**config.mk**
```make
export PLATFORM = sky130hd
export DESIGN_NAME = internet_checksum_pseudo_header
export DESIGN_NICKNAME = d
export VERILOG_FILES = /design/src/design/ich_pkg.sv /design/src/design/ich_front.sv /design/src/design/ich_queue.sv /design/src/design/ich_back.sv /design/src/design/internet_checksum_pseudo_header.sv
export SDC_FILE = /design/constraint.sdc
export NUM_CORES = 1
export LEC_CHECK = 0
export CAP_MARGIN = 25
export CORE_MARGIN = 2
export CORE_UTILIZATION = 50
export CTS_BUF_LIST = sky130_fd_sc_hd__clkbuf_4
export DETAILED_ROUTE_END_ITERATION = 10
export DONT_BUFFER_PORTS = 1
export PLACE_DENSITY = 0.62
export SLEW_MARGIN = 0
export SYNTH_ARGS = -nofsm -noshare
export SYNTH_HDL_FRONTEND = slang
export SYNTH_SLANG_ARGS = --single-unit
```
**constraint.sdc**
```tcl
create_clock -name clock -period 10.1 [get_ports clock]
set_clock_uncertainty 0.2 [all_clocks]
set_input_delay 0 -clock clock [delete_from_list [all_inputs] [get_ports clock]]
set_output_delay 0 -clock clock [all_outputs]
set_load 0.01 [all_outputs]
```
**src/design/ich_pkg.sv**
```systemverilog
// ----------------------------------------------------------------------------
// ich_pkg: shared types and constants for the internet checksum block
// Mode codes, protocol numbers and the word record passed from front to back.
// ----------------------------------------------------------------------------
package ich_pkg;

   localparam int WORD_W = 16;

   // packet kinds
   localparam logic [1:0] MODE_IPV4 = 2'd0;
   localparam logic [1:0] MODE_TCP  = 2'd1;
   localparam logic [1:0] MODE_UDP  = 2'd2;

   // pseudo header protocol numbers
   localparam logic [WORD_W-1:0] PROTO_TCP = 16'd6;
   localparam logic [WORD_W-1:0] PROTO_UDP = 16'd17;

   // word position of the udp checksum field
   localparam logic [2:0] UDP_CSUM_INDEX = 3'd3;
   localparam logic [2:0] INDEX_MAX      = 3'd7;

   localparam logic [WORD_W-1:0] HIGH_BYTE_MASK = 16'hFF00;
   localparam logic [WORD_W-1:0] ALL_ONES       = 16'hFFFF;
   localparam logic [WORD_W-1:0] ALL_ZEROS      = 16'h0000;

   // classified word, front to back
   typedef struct packed {
      logic [WORD_W-1:0] word;     // masked data word
      logic [WORD_W-1:0] pseudo;   // folded pseudo header sum, used on first
      logic              first;
      logic              last;
      logic              udp;      // packet is udp
   } item_type;

endpackage

```
**src/design/ich_front.sv**
```systemverilog
// ----------------------------------------------------------------------------
// ich_front: input classification
// Tracks word position and packet mode, masks the data word and folds the
// pseudo header into one 16-bit word on the first word of a packet.
// ----------------------------------------------------------------------------
module ich_front (
   input  logic                      clock,
   input  logic                      reset,
   input  logic                      accept,
   input  logic [1:0]                mode,
   input  logic                      first,
   input  logic                      last,
   input  logic [ich_pkg::WORD_W-1:0] data_word,
   input  logic [1:0]                byte_count,
   input  logic [31:0]               src_addr,
   input  logic [31:0]               dst_addr,
   input  logic [ich_pkg::WORD_W-1:0] seg_length,
   output ich_pkg::item_type         item
);
   import ich_pkg::*;

   logic [2:0]        index_ff, index_in;
   logic [1:0]        mode_ff, mode_in;
   logic [2:0]        cur_index;
   logic              pseudo_on;
   logic [18:0]       pseudo_raw;
   logic [16:0]       pseudo_f1;
   logic [WORD_W-1:0] pseudo_f2;
   logic [WORD_W-1:0] proto;
   logic [WORD_W-1:0] word_m;

   // effective position and mode for this word
   always_comb begin
      cur_index = first ? 3'd0 : index_ff;
      mode_in   = first ? mode : mode_ff;
      index_in  = last ? 3'd0 : ((cur_index == INDEX_MAX) ? INDEX_MAX : cur_index + 3'd1);
   end

   // pad a one-byte word, zero the udp checksum field
   always_comb begin
      word_m = (byte_count == 2'd1) ? (data_word & HIGH_BYTE_MASK) : data_word;
      if (mode_in == MODE_UDP && cur_index == UDP_CSUM_INDEX) begin
         word_m = ALL_ZEROS;
      end
   end

   // pseudo header sum, folded twice with end-around carry
   always_comb begin
      pseudo_on  = first && (mode == MODE_TCP || mode == MODE_UDP);
      proto      = (mode == MODE_TCP) ? PROTO_TCP : PROTO_UDP;
      pseudo_raw = 19'(src_addr[31:16]) + 19'(src_addr[15:0])
                 + 19'(dst_addr[31:16]) + 19'(dst_addr[15:0])
                 + 19'(proto) + 19'(seg_length);
      pseudo_f1  = 17'(pseudo_raw[15:0]) + 17'(pseudo_raw[18:16]);
      pseudo_f2  = pseudo_f1[15:0] + 16'(pseudo_f1[16]);
   end

   always_comb begin
      item.word   = word_m;
      item.pseudo = pseudo_on ? pseudo_f2 : ALL_ZEROS;
      item.first  = first;
      item.last   = last;
      item.udp    = (mode_in == MODE_UDP);
   end

   // packet position and latched mode
   always_ff @(posedge clock) begin
      if (reset) begin
         index_ff <= 3'd0;
         mode_ff  <= MODE_IPV4;
      end else if (accept) begin
         index_ff <= index_in;
         mode_ff  <= mode_in;
      end
   end

endmodule

```
**src/design/ich_queue.sv**
```systemverilog
// ----------------------------------------------------------------------------
// ich_queue: two-entry queue between front and back
// Full rate with push and pop in the same cycle.
// ----------------------------------------------------------------------------
module ich_queue (
   input  logic              clock,
   input  logic              reset,
   input  logic              push,
   input  ich_pkg::item_type push_item,
   output logic              not_full,
   input  logic              pop,
   output logic              not_empty,
   output ich_pkg::item_type head_item
);
   import ich_pkg::*;

   item_type   entry_ff [2];
   logic       wr_ptr_ff, rd_ptr_ff;
   logic [1:0] count_ff, count_in;

   assign not_full  = (count_ff != 2'd2);
   assign not_empty = (count_ff != 2'd0);
   assign head_item = entry_ff[rd_ptr_ff];

   always_comb begin
      count_in = count_ff;
      if (push && !pop) begin
         count_in = count_ff + 2'd1;
      end else if (pop && !push) begin
         count_in = count_ff - 2'd1;
      end
   end

   // entry storage
   always_ff @(posedge clock) begin
      if (push) begin
         entry_ff[wr_ptr_ff] <= push_item;
      end
   end

   // pointers and fill level
   always_ff @(posedge clock) begin
      if (reset) begin
         wr_ptr_ff <= 1'b0;
         rd_ptr_ff <= 1'b0;
         count_ff  <= 2'd0;
      end else begin
         if (push) wr_ptr_ff <= ~wr_ptr_ff;
         if (pop)  rd_ptr_ff <= ~rd_ptr_ff;
         count_ff <= count_in;
      end
   end

endmodule

```
**src/design/ich_back.sv**
```systemverilog
// ----------------------------------------------------------------------------
// ich_back: one's-complement accumulator and result register
// Adds one word per cycle with end-around carry, unless a last word waits on
// a held result, and registers the checksum of a packet on its last word.
// ----------------------------------------------------------------------------
module ich_back (
   input  logic                       clock,
   input  logic                       reset,
   input  logic                       in_valid,
   input  ich_pkg::item_type          in_item,
   output logic                       in_pop,
   output logic                       out_valid,
   output logic [ich_pkg::WORD_W-1:0] out_checksum,
   input  logic                       out_ready
);
   import ich_pkg::*;

   logic [WORD_W-1:0] sum_ff, sum_in;
   logic              valid_ff;
   logic [WORD_W-1:0] csum_ff, csum_in;
   logic [WORD_W-1:0] base;
   logic [WORD_W:0]   raw;
   logic [WORD_W-1:0] folded;

   // a word without a result never waits on the output
   assign in_pop = in_valid && (!in_item.last || !valid_ff || out_ready);

   // end-around carry add
   always_comb begin
      base    = in_item.first ? in_item.pseudo : sum_ff;
      raw     = {1'b0, base} + {1'b0, in_item.word};
      folded  = raw[WORD_W-1:0] + WORD_W'(raw[WORD_W]);
      sum_in  = in_item.last ? ALL_ZEROS : folded;
      csum_in = ~folded;
      if (in_item.udp && csum_in == ALL_ZEROS) begin
         csum_in = ALL_ONES;
      end
   end

   // running sum
   always_ff @(posedge clock) begin
      if (reset) begin
         sum_ff <= ALL_ZEROS;
      end else if (in_pop) begin
         sum_ff <= sum_in;
      end
   end

   // result register
   always_ff @(posedge clock) begin
      if (reset) begin
         valid_ff <= 1'b0;
      end else if (in_pop && in_item.last) begin
         valid_ff <= 1'b1;
      end else if (out_ready) begin
         valid_ff <= 1'b0;
      end
   end

   always_ff @(posedge clock) begin
      if (in_pop && in_item.last) begin
         csum_ff <= csum_in;
      end
   end

   assign out_valid    = valid_ff;
   assign out_checksum = csum_ff;

endmodule

```
**src/design/internet_checksum_pseudo_header.sv**
```systemverilog
// ----------------------------------------------------------------------------
// internet_checksum_pseudo_header: streaming internet checksum
// One's-complement checksum over 16-bit packet words, with optional TCP or
// UDP pseudo header.
//
// Usage: packet words enter on the req_ channel, one per transaction; the
// word flagged first (tuser bit 2) restarts the sum and latches the mode,
// and for TCP or UDP folds the addresses, protocol and length into the
// starting sum. The word with req_tlast high closes the packet and yields
// one checksum transaction on the rsp_ channel.
// Throughput: one word per cycle, set by the single end-around-carry adder
// in the back end, unless a last word waits on a checksum not yet taken.
// A checksum is shown once its last word has been written into the queue at
// acceptance and the back end has added it into the result register.
// Reset clears the running sum, word position, latched mode, queue and
// result register. When the receiver stalls, the checksum holds in its
// register, the back end keeps adding words that bring no result, and the
// two-entry queue fills before req_tready falls.
// ----------------------------------------------------------------------------
module internet_checksum_pseudo_header (
   input  logic          clock,
   input  logic          reset,
   input  logic          req_tvalid,
   output logic          req_tready,
   // data_word[15:0], byte_count[17:16], src_addr[49:18],
   // dst_addr[81:50], seg_length[97:82], zero fill[103:98]
   input  logic [103:0]  req_tdata,
   // mode[1:0], first[2]
   input  logic [2:0]    req_tuser,
   input  logic          req_tlast,
   output logic          rsp_tvalid,
   input  logic          rsp_tready,
   // checksum[15:0]
   output logic [15:0]   rsp_tdata
);
   import ich_pkg::*;

   item_type front_item;
   item_type head_item;
   logic     q_not_full;
   logic     q_not_empty;
   logic     q_pop;
   logic     req_accept;

   assign req_tready = q_not_full;
   assign req_accept = req_tvalid && q_not_full;

   // classify incoming words
   ich_front u_front (
      .clock      (clock),
      .reset      (reset),
      .accept     (req_accept),
      .mode       (req_tuser[1:0]),
      .first      (req_tuser[2]),
      .last       (req_tlast),
      .data_word  (req_tdata[15:0]),
      .byte_count (req_tdata[17:16]),
      .src_addr   (req_tdata[49:18]),
      .dst_addr   (req_tdata[81:50]),
      .seg_length (req_tdata[97:82]),
      .item       (front_item)
   );

   // decoupling queue
   ich_queue u_queue (
      .clock     (clock),
      .reset     (reset),
      .push      (req_accept),
      .push_item (front_item),
      .not_full  (q_not_full),
      .pop       (q_pop),
      .not_empty (q_not_empty),
      .head_item (head_item)
   );

   // accumulate and emit
   ich_back u_back (
      .clock        (clock),
      .reset        (reset),
      .in_valid     (q_not_empty),
      .in_item      (head_item),
      .in_pop       (q_pop),
      .out_valid    (rsp_tvalid),
      .out_checksum (rsp_tdata),
      .out_ready    (rsp_tready)
   );

endmodule

```
Word level (Yosys, flattened, before mapping)
Memory sizes are Yosys's and may differ from the RTL's. A register that Yosys moved wholly into a read port is not among the register bits.
Cells that the tools add are included.
{ "word_totals": {"mem_bits_rw": 70, "input_bits": 112, "elab_cells": 68, "reg_bits": 42, "n_memories": 1, "out_inout_bits": 18} }
{ "classes": {"bitwise": 3, "n_eq_ne": 7, "n_reduce_logical": 19, "addsub": 12, "mux": 18} }
{ "mem_list": {"columns": ["memory", "depth", "word_bits", "rd", "rd_clocked_by_memory_dff", "write_ports", "line_no", "source"], "rows": [
  ["u_queue.entry_ff", 2, 35, 1, 1, 1, "ich_queue.sv:17", "item_type entry_ff [2];"]
]} }
{ "ops": {"columns": ["op", "n"], "rows": [
  ["adder 19 x 16 -> 19 bit", 4],
  ["2-to-1 mux 16 bit", 4],
  ["adder 16 x 16 -> 17 bit", 2],
  ["adder 16 x 1 -> 16 bit", 2],
  ["adder 16 x 3 -> 17 bit", 1],
  ["logical NOT 16 bit", 1],
  ["inverter 16 bit", 1],
  ["2-to-1 mux 3 bit", 3],
  ["logical AND 1 bit", 8],
  ["2-to-1 mux 8 bit", 1],
  ["2-to-1 mux 1 bit", 6],
  ["2-to-1 mux 2 bit", 3],
  ["nonzero test 2 bit", 3],
  ["2-to-1 mux 5 bit", 1],
  ["equality test 2 x 1 -> 1 bit (second input constant)", 2],
  ["equality test 2 bit (second input constant)", 2],
  ["logical NOT 1 bit", 4],
  ["adder 3 x 1 -> 3 bit (second input constant)", 1],
  ["equality test 3 x 2 -> 1 bit (second input constant)", 1],
  ["equality test 3 bit (second input constant)", 1],
  ["logical OR 1 bit", 3],
  ["adder 2 x 1 -> 2 bit (second input constant)", 1],
  ["inequality test 2 bit (second input constant)", 1],
  ["inverter 1 bit", 2],
  ["subtractor 2 x 1 -> 2 bit (second input constant)", 1]
]} }

Longest topological paths before layout
Gate-level depths: netlist of the first run.
{ "logic_depth": {"depth_word": 8, "depth_mapped": 40, "mapped_depth_nobuf": 40} }

By module
From an unflattened synthesis of the first run, not the netlist that was laid out.
{ "hier_totals": {"hier_cells": 885, "hier_area_um2": 8969.9} }
{ "modules_own_cells": {"columns": ["mod", "cells_each", "area_each_um2", "instances", "seq_area_each_um2"], "rows": [
  ["ich_front", 460, 3622.2, 1, 100.1],
  ["ich_queue", 131, 2742.6, 1, 2202.1],
  ["ich_back", 293, 2598.7, 1, 820.8],
  ["internet_checksum_pseudo_header", 1, 6.3, 1, 0.0]
]} }

Least setup slack after synthesis of the first run
Ideal clock, no wire load.
{ "synth_path": {"kind": "in2reg", "startpoint": "in req_tdata[18]", "endpoint": "mem u_queue.entry_ff[0][16] (netlist name) (data pin)", "path_buffers": 1, "t_required_ps": 9630, "path_stages": 39, "setup_slack_ps": 2194, "setup_time_ps": 270, "arrival_ps": 7436, "cell_sequence": "ha_1 -> inv_1 -> fa_1 -> nor2b_1 -> o21ai_0 -> a21boi_0 -> o21ai_0 -> a21boi_0 -> o21ai_0 -> a21oi_1 -> nor2_1 -> xnor2_1 -> fa_1 -> fa_1 -> ha_1 -> ha_1 -> buf_2 -> a21o_1 -> [3 not listed] -> a21o_1 -> a21oi_1 -> xnor2_1 -> ha_1 -> inv_1 -> fa_1 -> nor2b_1 -> o211ai_1 -> mux2i_1 -> nand4_1 -> nor2_1 -> and3_1 -> ha_1 -> and3_1 -> nand3_1 -> a211oi_1 -> xor2_1 -> nor2_1"} }
{ "synth_lines": {"columns": ["element", "line_no", "source"], "rows": [
  ["start: declaration", "internet_checksum_pseudo_header.sv:27", "input logic [103:0] req_tdata,"],
  ["end: declaration", "ich_queue.sv:17", null]
]} }

==> run metrics, run 1 <==
outcome=finished clean; syn avg cell area=10.1 µm²; worst-case reg-to-reg path depth=22; Starting Density=51.4%; All-Layer GR Usage=20.5%; CTS tree=yes; minimum clock period after layout=8670 ps; vias in the first global route=~6600; RSZ-0062 raised after global routing=no; max_cap viols=0; Final Setup Violations=0; DRT Wirelength=18600 µm; Yosys top cell area share=29.0%; headroom to the max-slew limit=between 40% and 50%; hold path depth=6; PortBufs=0; Critical Path Slowest Stage Cell=fa_1; worst hold endpoint=u_queue.entry_ff[0][3]; Core Area=17400 µm²; reg2reg setup slack=3920 ps; Cells after Synth=886; syn nets=1112; clock sink count=113; # DRC=0; most frequent cells in the layout=edfxtp_1, ha_1, nor2_1; Yosys cell types=73; hold wc startpoint=req_tdata[82]; critical path fanouts, max=8; Data required, critical path=10170 ps; top cells by area, synth=edfxtp_1, ha_1, fa_1; Yosys reg bits=between 100 and 150; Routed WL per cell=15.9 µm; vias=about 6600; drt pass-1 iters=4; Die Y=138 µm; fillers=1512; largest stage delay on the critical path=between 400 and 500 ps; Yosys warnings=0; Setup CP Type=input port to flop; Placed Cells=1095; asr flop ratio synth=0%; ANT nets after route=0; initial antenna violation count=1; tightest hold margin=54.8 ps; highest clock rate=115 MHz; clk buf depth=2; CTS buffer count=17; Die Wd=138 µm; setup tns final=0 ps; Worst EP arrival=roughly 9000 ps; Syn Std Cell Area=8920 µm²; CTS H-Tree Depth=4; Site Rows=48; CTS Root Cell=clkbuf_4; largest net degree at the start of global routing=36; Post-layout nets=1157; num ports=130; final period utilization=85.8%; worst-margin pin slew=~780 ps; post-synth top area cell=edfxtp_1; Seq. cell area=about 3100 µm²; critical path capture point type=flop; total gr overflow=0; share of cells above drive strength 1=under 10%; gpl congestion=0.874; Core Util, Final=56.8%; sequential area share after synthesis=35.0%; Slew Limit Fails=0; die area=18900 µm²; main flop type after synthesis=edfxtp_1; critical path's most frequent cell=ha_1; Iter 0 DRT Violations=365; Post-synth EDFFs=86; worst min path class=input port to flop; Crit Reg-Reg Endpoint=u_back.out_checksum[1]; Finished Layout Cells=between 1000 and 1500; Hold Vio Cnt, Final=0; first-pass GRT wire length=30500 µm; Post-DP HPWL=about 14000 µm; clock latency on the worst-skew pair=520 ps; Via density=5.62; CP startpoint kind=input port; CTS clk-pin slew, worst paths=120 ps; commonest non-fill, non-tap cell in the layout=edfxtp_1; CTS-repair resized insts=0; Area growth, synth to finish=10.6%; multi-input gate area in the final layout=5440 µm²
repair_timing:
action / in CTS / in global routing
hold buffers: 41 / 0
setup buffers: 0 / 0
endpoints found under the hold margin: 167 / 0
cells in the mapped netlist, types with 7 or more instances:
master    number
edfxtp_1      86
ha_1          75
nor2_1        72
inv_1         69
nand2_1       61
xnor2_1       54
o21ai_0       42
fa_1          39
a21oi_1       33
dfxtp_1       27
and2_1        22
xor2_1        22
mux2i_1       21
nand3_1       20
a21o_1        18
mux2_2        18
a22oi_1       17
clkbuf_1      16
nor3_1        15
a211oi_1      12
and3_1        10
nand3b_1       9
o21a_1         9
o31ai_1        9
a211o_1        8
nand2b_1       8
o211ai_1       7
area by class of cell:
cell class | count | share of cell area (%)
Multi-Input combinational cell | 681 | 55.2
Sequential cell | 113 | 31.7
Timing Repair Buffer | 48 | 4.90
Tap cell | 225 | 2.85
Inverter | 70 | 2.66
Clock inverter | 15 | 1.38
Clock buffer | 17 | 1.29
Antenna cell | 1 | 0.0254
state kept, by name, indices dropped and copies added, names as in the netlist, named ones only:
signal,count
u_back.sum_ff,16
u_front.mode_ff,2
u_back.out_valid,1
u_back.out_checksum,16
u_front.index_ff,3
u_queue.count_ff,2
u_queue.wr_ptr_ff,1
u_queue.entry_ff,70
u_queue.rd_ptr_ff,1
worst max-delay path by stage:
stage | start | end | slack, ps | depth (start not counted)
final | req_tdata[18] | u_queue.entry_ff[1][16] | 1430 | 38
after global routing | req_tdata[18] | u_queue.entry_ff[1][16] | 750 | 38
after CTS | req_tdata[18] | u_queue.entry_ff[1][16] | 1420 | 38
after detailed placement | req_tdata[18] | u_queue.entry_ff[1][16] | 820 | 38
after global placement | req_tdata[18] | u_queue.entry_ff[0][16] | 1120 | 38
after floorplan | req_tdata[18] | u_queue.entry_ff[0][16] | 2190 | 39
through the flow:
stage	area, µm²	worst slack, ps
2_1_floorplan	8920	2190
3_3_place_gp	9150	1120
3_5_place_dp	9160	815
4_1_cts	9830	1420
5_1_grt	9860	749
6_report	9860	1430
metal layers:
layer	vias up	global-route usage, %	routed length, µm
li1	3304	-	-
met1	3095	23.8	7810
met2	160	38.3	9790
met3	15	3.61	654
met4	0	6.24	336
met5	-	0	0
kinds of logic after synthesis:
family          count (synthesis)  share of synthesized area (%)
xor+xnor                       76                           7.46
flops                         113                           35.0
simple gates                  255                           14.3
mux                            39                           4.63
fa+ha+maj                     114                           19.3
compound gates                197                           15.3
buf+inv                        92                           4.00
critical path, delay by kind of cell:
family          cells  cell delay, ps
compound gates     13            2950
xor+xnor            3             580
fa+ha+maj           9            3000
buf+inv             2             110
mux                 1             380
simple gates       10            1690
Power of run 1 is left out: the tool's default activity adds up to more than one toggle a clock period on the data nets, which glitch-free logic cannot reach.
==> run 2: changes to the inputs <==
==> constraint.sdc (replaced) <==
create_clock -name clock -period 10.5 [get_ports clock]
set_clock_uncertainty 0.2 [all_clocks]
set_input_delay 0 -clock clock [delete_from_list [all_inputs] [get_ports clock]]
set_output_delay 0 -clock clock [all_outputs]
set_load 0.01 [all_outputs]
==> run metrics, run 2 (synthesis gave the netlist of run 1 again) <==
outcome=finished clean; GR Util met3=3.27%; Die Wd=138 µm; Post-layout nets=1149; worst min path class=input port to flop; All-Layer GR Usage=20.1%; tightest hold margin=50.2 ps; Slew Limit Fails=0; RSZ-0062 raised after global routing=no; Buffers & Inverters on Critical Path=2; max_cap viols=0; CTS tree=yes; number of post-CTS setup repair buffers=0; CTS buffer count=17; CTS H-Tree Depth=4; total gr overflow=0; Iter 0 DRT Violations=~260; critical path fanouts, max=8; clock sink count=between 100 and 150; met1 Use GR=23.8%; largest net degree at the start of global routing=36; DRT Wirelength=17900 µm; Reg with most FFs=u_queue.entry_ff; met2 GRT Util=36.8%; final period utilization=81.8%; most frequent cells in the layout=edfxtp_1, ha_1, nor2_1; Routed WL per cell=between 15 and 20 µm; highest clock rate=around 120 MHz; CP startpoint kind=input port; max reg flops=70; first-pass GRT wire length=30300 µm; Critical Path Slowest Stage Cell=fa_1; gpl congestion=slightly below 0.9; vias in the first global route=about 6700; headroom to the max-slew limit=between 50% and 60%; die area=18900 µm²; Area growth, synth to finish=9.89%; CTS Root Cell=clkbuf_4; # DRC=0; ANT nets after route=0; CTS clk-pin slew, worst paths=110 ps; Post-DP HPWL=13900 µm; Placed Cells=roughly 1100; Worst EP arrival=8630 ps; Data required, critical path=10550 ps; drt pass-1 iters=5; Via density=5.61; commonest non-fill, non-tap cell in the layout=edfxtp_1; worst-margin pin slew=735 ps; Site Rows=48; Starting Density=51.4%; num ports=130; critical path's most frequent cell=a21o_1; minimum clock period after layout=8590 ps; Crit path max-delay family=compound AO/OA/AOI/OAI gates; Final Setup Violations=0; gr busiest metal=met2; PortBufs=0; initial antenna violation count=1; setup tns final=0 ps; clock latency on the worst-skew pair=510 ps; vias=6517; Core Area=17400 µm²; largest stage delay on the critical path=470 ps; share of cells above drive strength 1=8.01%; Die Y=138 µm; CTS-repair resized insts=0; Setup CP Type=input port to flop; critical path capture point type=flop; Hold Vio Cnt, Final=0; clk buf depth=2; Finished Layout Cells=approximately 1200
## run 2: cell types whose count changed in the layout (fill, tap and decap cells not counted)
cell and delta:
buf_16 -1, bufinv_16 +2, clkbuf_16 +1, clkinv_1 +1, clkinv_2 +2, clkinv_4 +1
clkinvlp_4 +1, dlygate4sd3_1 -8, inv_6 -4, inv_8 -3
## run 2: path summary, 6_finish.rpt
check                            from                      end  slack, ps  depth (start not counted)
hold / removal           req_tdata[4]  u_queue.entry_ff[1][23]         50                          2
setup / recovery        req_tdata[18]  u_queue.entry_ff[1][16]       1910                         38
hold reg to reg   u_front.index_ff[1]      u_front.index_ff[1]        320                          2
setup reg to reg                 flop  u_back.out_checksum[10]       4360                         21
## run 2: what timing repair did
item | CTS | global route
hold buffers | 33 | 0
setup endpoints to repair | 0 | 0
endpoints found under the hold margin | 167 | 0
## run 2: layout make-up
cell class / count / area [µm²]
Fill cell: 1516 / 7560
Multi-Input combinational cell: 681 / 5440
Sequential cell: 113 / 3120
Timing Repair Buffer: 40 / 400
Tap cell: 225 / 282
Inverter: 70 / 263
Clock inverter: 15 / 158
Clock buffer: 17 / 128
Antenna cell: 1 / 2.50
## run 2: layer usage
| layer | wire, µm | up-vias |
|---|---|---|
| met2 | 9460 | 144 |
| met1 | 7520 | 3078 |
| li1 | - | 3282 |
| met5 | 0 | - |
| met4 | 278 | 0 |
| met3 | 657 | 13 |
## run 2: stage by stage
step	cell area [µm²]	utilization, %	setup WS (ps)
floorplan	8920	-	2590
global placement	9150	52.7	1510
finish	9800	56.5	1910
CTS	9770	56.3	1880
detailed placement	9160	52.8	1320
global route	9800	56.5	1090
Power of run 2 is left out for the same reason.
==> run 3: changes to the inputs <==
==> constraint.sdc (replaced) <==
create_clock -name clock -period 8.6 [get_ports clock]
set_clock_uncertainty 0.2 [all_clocks]
set_input_delay 0 -clock clock [delete_from_list [all_inputs] [get_ports clock]]
set_output_delay 0 -clock clock [all_outputs]
set_load 0.01 [all_outputs]
==> run metrics, run 3 (synthesis gave the netlist of run 1 again) <==
outcome=finished clean; All-Layer GR Usage=20.3%; Area growth, synth to finish=12.0%; die area=18900 µm²; Final Setup Violations=0; total gr overflow=0; RSZ-0062 raised after global routing=no; clock sink count=approximately 110; gpl congestion=0.856; Reg with most FFs=u_queue.entry_ff; critical path's most frequent cell=ha_1; highest clock rate=126 MHz; Post-Place Cell Area=9230 µm²; Critical Path Slowest Stage Cell=fa_1; fillers=1519; Setup CP Type=input port to flop; # DRC=0; final period utilization=92.3%; max reg flops=70; Post-layout nets=1168; most frequent cells in the layout=edfxtp_1, ha_1, nor2_1; Site Rows=48; share of cells above drive strength 1=9.84%; minimum clock period after layout=7940 ps; Via density=between 5 and 6; Core Area=17400 µm²; CTS clk-pin slew, worst paths=120 ps; ANT nets after route=0; Post-DP HPWL=approximately 14000 µm; clk buf depth=2; CP startpoint kind=input port; CTS buffer count=17; vias in the first global route=6668; Worst EP arrival=8080 ps; Slew Limit Fails=0; CTS Root Cell=clkbuf_4; largest net degree at the start of global routing=36; worst min path class=input port to flop; headroom to the max-slew limit=51.1%; num ports=130; first-pass GRT wire length=just over 30000 µm; number of post-CTS setup repair buffers=0; largest stage delay on the critical path=slightly below 500 ps; initial antenna violation count=1; max_cap viols=0; DRT Wirelength=between 15000 and 20000 µm; critical path fanouts, max=5; Routed WL per cell=15.6 µm; CTS tree=yes; vias=6674; commonest non-fill, non-tap cell in the layout=edfxtp_1; Starting Density=51.4%; Iter 0 DRT Violations=between 200 and 300; Die Y=around 140 µm; clock latency on the worst-skew pair=roughly 530 ps; post-route cell area=9980 µm²; Die Wd=138 µm; PortBufs=0; CTS H-Tree Depth=4; Hold Vio Cnt, Final=0; worst-margin pin slew=728 ps; critical path capture point type=flop; Data required, critical path=around 9000 ps; Core Util, Final=a little under three fifths; drt pass-1 iters=4
[run 3: cell count changes in the layout (fill, tap and decap cells not counted), moves of 2 or more]
cell	delta
buf_4	+10
a21boi_1	+2
a21oi_1	-2
dlygate4sd3_1	+9
a21oi_2	+2
inv_6	+5
a21boi_0	-2
[run 3: cell type report]
cell class | instances | area [µm²] | share of cell area (%)
antenna | 1 | 2.50 | 0.0251
clock buffer | 17 | 128 | 1.28
clock inverter | 15 | 146 | 1.47
inverter | 70 | 263 | 2.63
multi-input combinational | 681 | 5480 | 54.9
sequential | 113 | 3120 | 31.3
tap | 225 | 282 | 2.82
timing repair buffer | 59 | 556 | 5.56
[run 3: final timing paths]
check | start | endpoint | slack, ps | cells past startpoint
worst max-delay path | req_tdata[19] | u_queue.entry_ff[0][18] | 660 | 36
worst min-delay path | req_tdata[13] | u_queue.entry_ff[1][32] | 40 | 2
worst min register to register | u_queue.rd_ptr_ff | u_queue.rd_ptr_ff | 320 | 2
worst max register to register | flop | u_back.out_checksum[1] | 2290 | 20
[run 3: what timing repair did]
| action | CTS | global route |
|---|---|---|
| hold buffers | 41 | 1 |
| endpoints found under the hold margin | 167 | 2 |
| setup endpoints to repair | 0 | 24 |
| gates resized for setup | 0 | 11 |
[run 3: through the flow]
stage / setup slack, ps / hold slack, ps / cells / TNS (ps)
after floorplan: 694 / -101 / 886 / 0
after global placement: 124 / -127 / 1104 / 0
after detailed placement: -120 / -126 / 1105 / -496
after CTS: 438 / 1.46 / 1178 / 0
after global routing: 31.0 / 15.3 / 1181 / 0
final: 664 / 37.4 / 1181 / 0
[run 3: worst max-delay path, delay by kind of cell]
kind	cells	cell delay, ps
fa+ha+maj	7	2440
buf+inv	3	140
xor+xnor	2	300
compound gates	17	3610
mux	1	280
simple gates	6	1290
[run 3: layer usage]
layer / GRT usage, % / wire [µm] / up-vias
met5: 0 / 0 / -
met4: 5.90 / 212 / 0
met3: 3.46 / 620 / 20
met2: 37.4 / 9740 / 160
met1: 24.0 / 7900 / 3174
li1: - / - / 3320
Power of run 3 is left out for the same reason.
